===== src/design/sfla_pkg.sv =====
`default_nettype none
package sfla_pkg;

  typedef enum logic [1:0] {
    ST_OK    = 2'd0,
    ST_OOM   = 2'd1,
    ST_INVAL = 2'd2
  } status_e;

  typedef enum logic [3:0] {
    OP_NONE     = 4'd0,
    OP_LATCH    = 4'd1,
    OP_RD_HEAD  = 4'd2,
    OP_CLASS    = 4'd3,
    OP_WALK_RD  = 4'd4,
    OP_WALK_EV  = 4'd5,
    OP_GRANT    = 4'd6,
    OP_BUMP     = 4'd7,
    OP_FREE_RD  = 4'd8,
    OP_FREE_EV  = 4'd9,
    OP_SPLIT    = 4'd10,
    OP_UNLINK   = 4'd11
  } op_e;

  typedef struct packed {
    op_e op;
  } cmd_t;

  typedef struct packed {
    logic is_free;
    logic is_class;
    logic head_valid;
    logic walk_fit;
    logic walk_end;
    logic do_split;
  } sts_t;

endpackage
`default_nettype wire


===== src/design/sfla_ctrl.sv =====
`default_nettype none
module sfla_ctrl (
  input  wire logic           clk_i,
  input  wire logic           rst_ni,
  input  wire logic           s_valid_i,
  output logic                s_ready_o,
  output logic                m_valid_o,
  input  wire logic           m_ready_i,
  input  wire sfla_pkg::sts_t sts_i,
  output sfla_pkg::cmd_t      cmd_o
);

  typedef enum logic [10:0] {
    S_IDLE    = 11'b00000000001,
    S_DEC     = 11'b00000000010,
    S_HRD     = 11'b00000000100,
    S_HEV     = 11'b00000001000,
    S_WRD     = 11'b00000010000,
    S_WEV     = 11'b00000100000,
    S_SPLIT   = 11'b00001000000,
    S_UNLINK  = 11'b00010000000,
    S_BUMP    = 11'b00100000000,
    S_FRD     = 11'b01000000000,
    S_OUT     = 11'b10000000000
  } state_e;

  state_e state_q, state_d;

  assign s_ready_o = (state_q == S_IDLE);
  assign m_valid_o = (state_q == S_OUT);

  always_comb begin
    state_d   = state_q;
    cmd_o.op  = sfla_pkg::OP_NONE;
    unique case (state_q)
      S_IDLE: begin
        if (s_valid_i) begin
          cmd_o.op = sfla_pkg::OP_LATCH;
          state_d  = S_DEC;
        end
      end
      S_DEC: begin
        if (sts_i.is_free) begin
          cmd_o.op = sfla_pkg::OP_FREE_RD;
          state_d  = S_FRD;
        end else begin
          cmd_o.op = sfla_pkg::OP_RD_HEAD;
          state_d  = S_HRD;
        end
      end
      S_HRD: begin
        if (sts_i.is_class && !sts_i.head_valid) begin
          cmd_o.op = sfla_pkg::OP_BUMP;
          state_d  = S_OUT;
        end else if (sts_i.is_class) begin
          cmd_o.op = sfla_pkg::OP_WALK_RD;
          state_d  = S_HEV;
        end else if (sts_i.walk_end) begin
          cmd_o.op = sfla_pkg::OP_BUMP;
          state_d  = S_OUT;
        end else begin
          cmd_o.op = sfla_pkg::OP_WALK_RD;
          state_d  = S_WEV;
        end
      end
      S_HEV: begin
        cmd_o.op = sfla_pkg::OP_CLASS;
        state_d  = S_OUT;
      end
      S_WRD: begin
        if (sts_i.walk_end) begin
          cmd_o.op = sfla_pkg::OP_BUMP;
          state_d  = S_OUT;
        end else begin
          cmd_o.op = sfla_pkg::OP_WALK_RD;
          state_d  = S_WEV;
        end
      end
      S_WEV: begin
        if (sts_i.walk_fit) begin
          if (sts_i.do_split) begin
            cmd_o.op = sfla_pkg::OP_SPLIT;
            state_d  = S_SPLIT;
          end else begin
            cmd_o.op = sfla_pkg::OP_UNLINK;
            state_d  = S_UNLINK;
          end
        end else begin
          cmd_o.op = sfla_pkg::OP_WALK_EV;
          state_d  = S_WRD;
        end
      end
      S_SPLIT: begin
        cmd_o.op = sfla_pkg::OP_UNLINK;
        state_d  = S_UNLINK;
      end
      S_UNLINK: begin
        cmd_o.op = sfla_pkg::OP_GRANT;
        state_d  = S_OUT;
      end
      S_BUMP: begin
        state_d = S_OUT;
      end
      S_FRD: begin
        cmd_o.op = sfla_pkg::OP_FREE_EV;
        state_d  = S_OUT;
      end
      S_OUT: begin
        if (m_ready_i) state_d = S_IDLE;
      end
      default: state_d = S_IDLE;
    endcase
  end

  always_ff @(posedge clk_i or negedge rst_ni) begin
    if (!rst_ni) begin
      state_q <= S_IDLE;
    end else begin
      state_q <= state_d;
    end
  end

endmodule
`default_nettype wire


===== config.mk =====
export PLATFORM = sky130hd
export DESIGN_NAME = sfla_ctrl
export DESIGN_NICKNAME = d
export VERILOG_FILES = /design/src/design/sfla_pkg.sv /design/src/design/sfla_ctrl.sv
export SDC_FILE = /design/constraint.sdc
export NUM_CORES = 1
export LEC_CHECK = 0
export CAP_MARGIN = 20
export CELL_PAD_IN_SITES_DETAIL_PLACEMENT = 0
export CELL_PAD_IN_SITES_GLOBAL_PLACEMENT = 1
export CORE_MARGIN = 3
export CORE_UTILIZATION = 29
export CTS_BUF_LIST = sky130_fd_sc_hd__clkbuf_4 sky130_fd_sc_hd__clkbuf_8
export CTS_CLUSTER_SIZE = 40
export DETAILED_ROUTE_END_ITERATION = 6
export DONT_BUFFER_PORTS = 1
export PLACE_DENSITY_LB_ADDON = 0.1
export SYNTH_ARGS = -nofsm -noshare
export SYNTH_HDL_FRONTEND = slang
export SYNTH_SLANG_ARGS = --single-unit

===== constraint.sdc =====
create_clock -name clk_i -period 3.85 [get_ports clk_i]
set_clock_uncertainty 0.1 [all_clocks]
set_input_delay 0.77 -clock clk_i [delete_from_list [all_inputs] [get_ports clk_i]]
set_output_delay 0.77 -clock clk_i [all_outputs]
set_load 0.02 [all_outputs]

==> impl_metrics.json <==
{
  "status": "finished clean",
  "num_rows": 17,
  "die_area_mm2": 0.00314,
  "report.power.total_w": 0.000415,
  "fin_crit_sh": 0.843,
  "synth_top_area_share": 0.310,
  "port_buffers": 0,
  "cts_buffers": 3,
  "worstPathRequired_ps": 2980,
  "io-pin-count": 16,
  "grt_pass1_vias": 682,
  "worst_path_most_repeated_cell": "or3_1",
  "clock_latency_ps": 280,
  "cts_tree": "yes",
  "grt_usage": 0.134,
  "wl_um": 1910,
  "arrival_ps": 2380,
  "grt_antenna_before_repair": 0,
  "max_stage_delay_ps": 570,
  "synthCells": 86,
  "cts.htree.levels": 1,
  "path_class": "flip-flop to output pin",
  "hold_viol": 0,
  "die_y_um": 56.0,
  "p_leak_nw": 0.328,
  "crit_path_end_kind": "output pin",
  "synth.area.top_cells": "dfrtp_1 31%, nor2_1 5.2%, nor2b_1 4.3%",
  "fp.dieW_um": 56.0,
  "antenna_left": 0,
  "finalSetupTns_ps": 0,
  "wire_per_inst_um": 16.6,
  "start_kind": "flip-flop",
  "worstPathMaxFanout": 7,
  "yosys_warnings": 0,
  "diodes": 0,
  "viasPerCell": 5.79,
  "ys_ff_latch": 10,
  "start_util": 0.316,
  "clk_pin_slew_worst_paths_ps": 80,
  "ys_seq_area_frac": 0.347,
  "largest_reg_flops": 10,
  "layout-drive-gt1-share": 0.138,
  "ctsRootBufferMaster": "clkbuf_4",
  "critPathTopFamily": "simple AND/OR/NAND/NOR gates",
  "drv_cap": 0,
  "syn_area_um2": 726,
  "synth_cell_types": 36,
  "place.gp.congestion": 0.768,
  "overflow": 0,
  "cts_sinks": 10,
  "syn_area_per_cell_um2": 8.44,
  "min_path_type": "primary input to async pin",
  "hold_buffers": 0,
  "clk_path_buf_depth": 2,
  "p_per_area_mw_per_mm2": 533,
  "vias": 666,
  "initialDrtViolationCount": 34,
  "timing.fmax_mhz": 308,
  "setup_viol": 0,
  "synth_fp_nets": 96,
  "grt_pass1_wl_um": 3300,
  "tightest_slew_ps": 675,
  "biggestRegsByFlops": "state_q (10)",
  "fillers": 235,
  "finalNetCount": 98,
  "period_minus_slack_ps": 3250,
  "postCtsSetupBuffers": 0,
  "place_hpwl_um": 1480,
  "grt_max_degree": 11,
  "area_growth_pct": 7.24,
  "vdd_drop_max_mv": 0.197,
  "core_mm2": 0.00230,
  "path_cells": "or4_4 -> or3_1 -> or3_1 -> nand4b_1",
  "top_register": "state_q",
  "drcViolationCount": 0,
  "slew_headroom": 0.545,
  "path_buf_inv": 0,
  "synth_top_area_cell": "dfrtp_1",
  "crit_slowest_cell": "or4_4",
  "cts_resized": 0,
  "drtPass1Iterations": 4,
  "drv_slew": 0,
  "rsz0062_at_grt": "false"
}
## placed cells by master (no fill, tap or decap)
master     netlist  final
a21oi_1          1      1
o311a_1          1      1
or2b_1           2      2
and2_1           2      2
o221a_2          1      1
nand3_1          4      4
a22o_1           2      2
nand4b_1         1      1
nor4b_1          2      2
nand2b_1         2      2
and4_1           1      1
nor2b_1          5      5
or4_4            1      1
or2_2            3      3
a2bb2oi_1        2      2
nor4_1           3      3
or3b_2           2      2
dfstp_2          1      1
dfrtp_1          9      9
and3_1           3      3
nor3_1           2      2
o22ai_1          1      1
o32ai_1          1      1
nand2_1          4      4
or3_1            2      2
nand4_1          1      1
o21ai_0          3      3
or4_1            1      1
and3b_1          1      1
clkbuf_4         0      4
o31ai_1          3      3
inv_1            3      3
mux2i_1          1      1
xnor2_1          2      2
nor2_1          10     10
## metal layers
metal  vias up  wire (um)  GRT usage
li1        323          -          -
met1       308        780      0.175
met2        30        912      0.202
met3         5        165     0.0302
met4         0         51     0.0712
met5         -          0          0
## per-stage QoR
stage / setup slack (ps) / util / area, um2 / cells / hold WS (ps)
after detailed placement: 901 / 0.326 / 748 / 111 / 375
after global routing: 492 / 0.339 / 778 / 115 / 62.8
final: 604 / 0.339 / 778 / 115 / 76.6
after global placement: 922 / 0.326 / 748 / 111 / 375
after CTS: 576 / 0.339 / 778 / 115 / 65.7
after floorplan: 1020 / - / 726 / 86 / 374
## kinds of logic after synthesis
group / synth area share
buffers and inverters: 0.0328
AO/OA/AOI/OAI: 0.157
XOR/XNOR: 0.0241
flip-flops: 0.347
multiplexers: 0.0138
AND/OR/NAND/NOR: 0.426
## path summary, 6_finish.rpt
kind                       slack, ps  cells past startpoint                      to                    from
max in group asynchronous       3390                      0  state_q[0]$_DFFE_PN1P_                  rst_ni
hold / removal                    80                      0  state_q[4]$_DFFE_PN0P_                  rst_ni
setup / recovery                 600                      4                cmd_o[0]  state_q[3]$_DFFE_PN0P_
min in group clk_i               450                      1  state_q[5]$_DFFE_PN0P_                sts_i[1]
hold reg to reg                  570                      2  state_q[4]$_DFFE_PN0P_  state_q[1]$_DFFE_PN0P_
setup reg to reg                1760                      4  state_q[0]$_DFFE_PN1P_  state_q[3]$_DFFE_PN0P_
## synthesized netlist by cell type, drive strengths merged
library cell	instances
o21ai	3
nand4b	1
buf	1
a2bb2oi	2
and3b	1
xnor2	2
a21oi	1
and3	3
dfstp	1
nand3	4
o311a	1
nor4	3
nand4	1
and4	1
nor3	2
nor4b	2
nand2b	2
and2	2
nor2b	5
dfrtp	9
clkbuf	2
o31ai	3
or2b	2
a22o	2
o221a	1
or3	2
o22ai	1
mux2i	1
inv	3
or3b	2
nand2	4
nor2	10
or4	2
o32ai	1
or2	3
## layout make-up
type                    instances  area (um2)  share of cell area
multi-input cells              70         450               0.579
flip-flops and latches         10         251               0.323
well taps                      28        35.0              0.0450
clock buffers                   4        30.0              0.0386
inverters                       3        11.3              0.0145
## report_power, final
group          internal [W]  switching (W)  total (W)
combinational     0.0000742       0.000110   0.000184
clock             0.0000472      0.0000405  0.0000877
sequential         0.000123      0.0000193   0.000143
No activity file was read; power rests on OpenSTA's default activity.
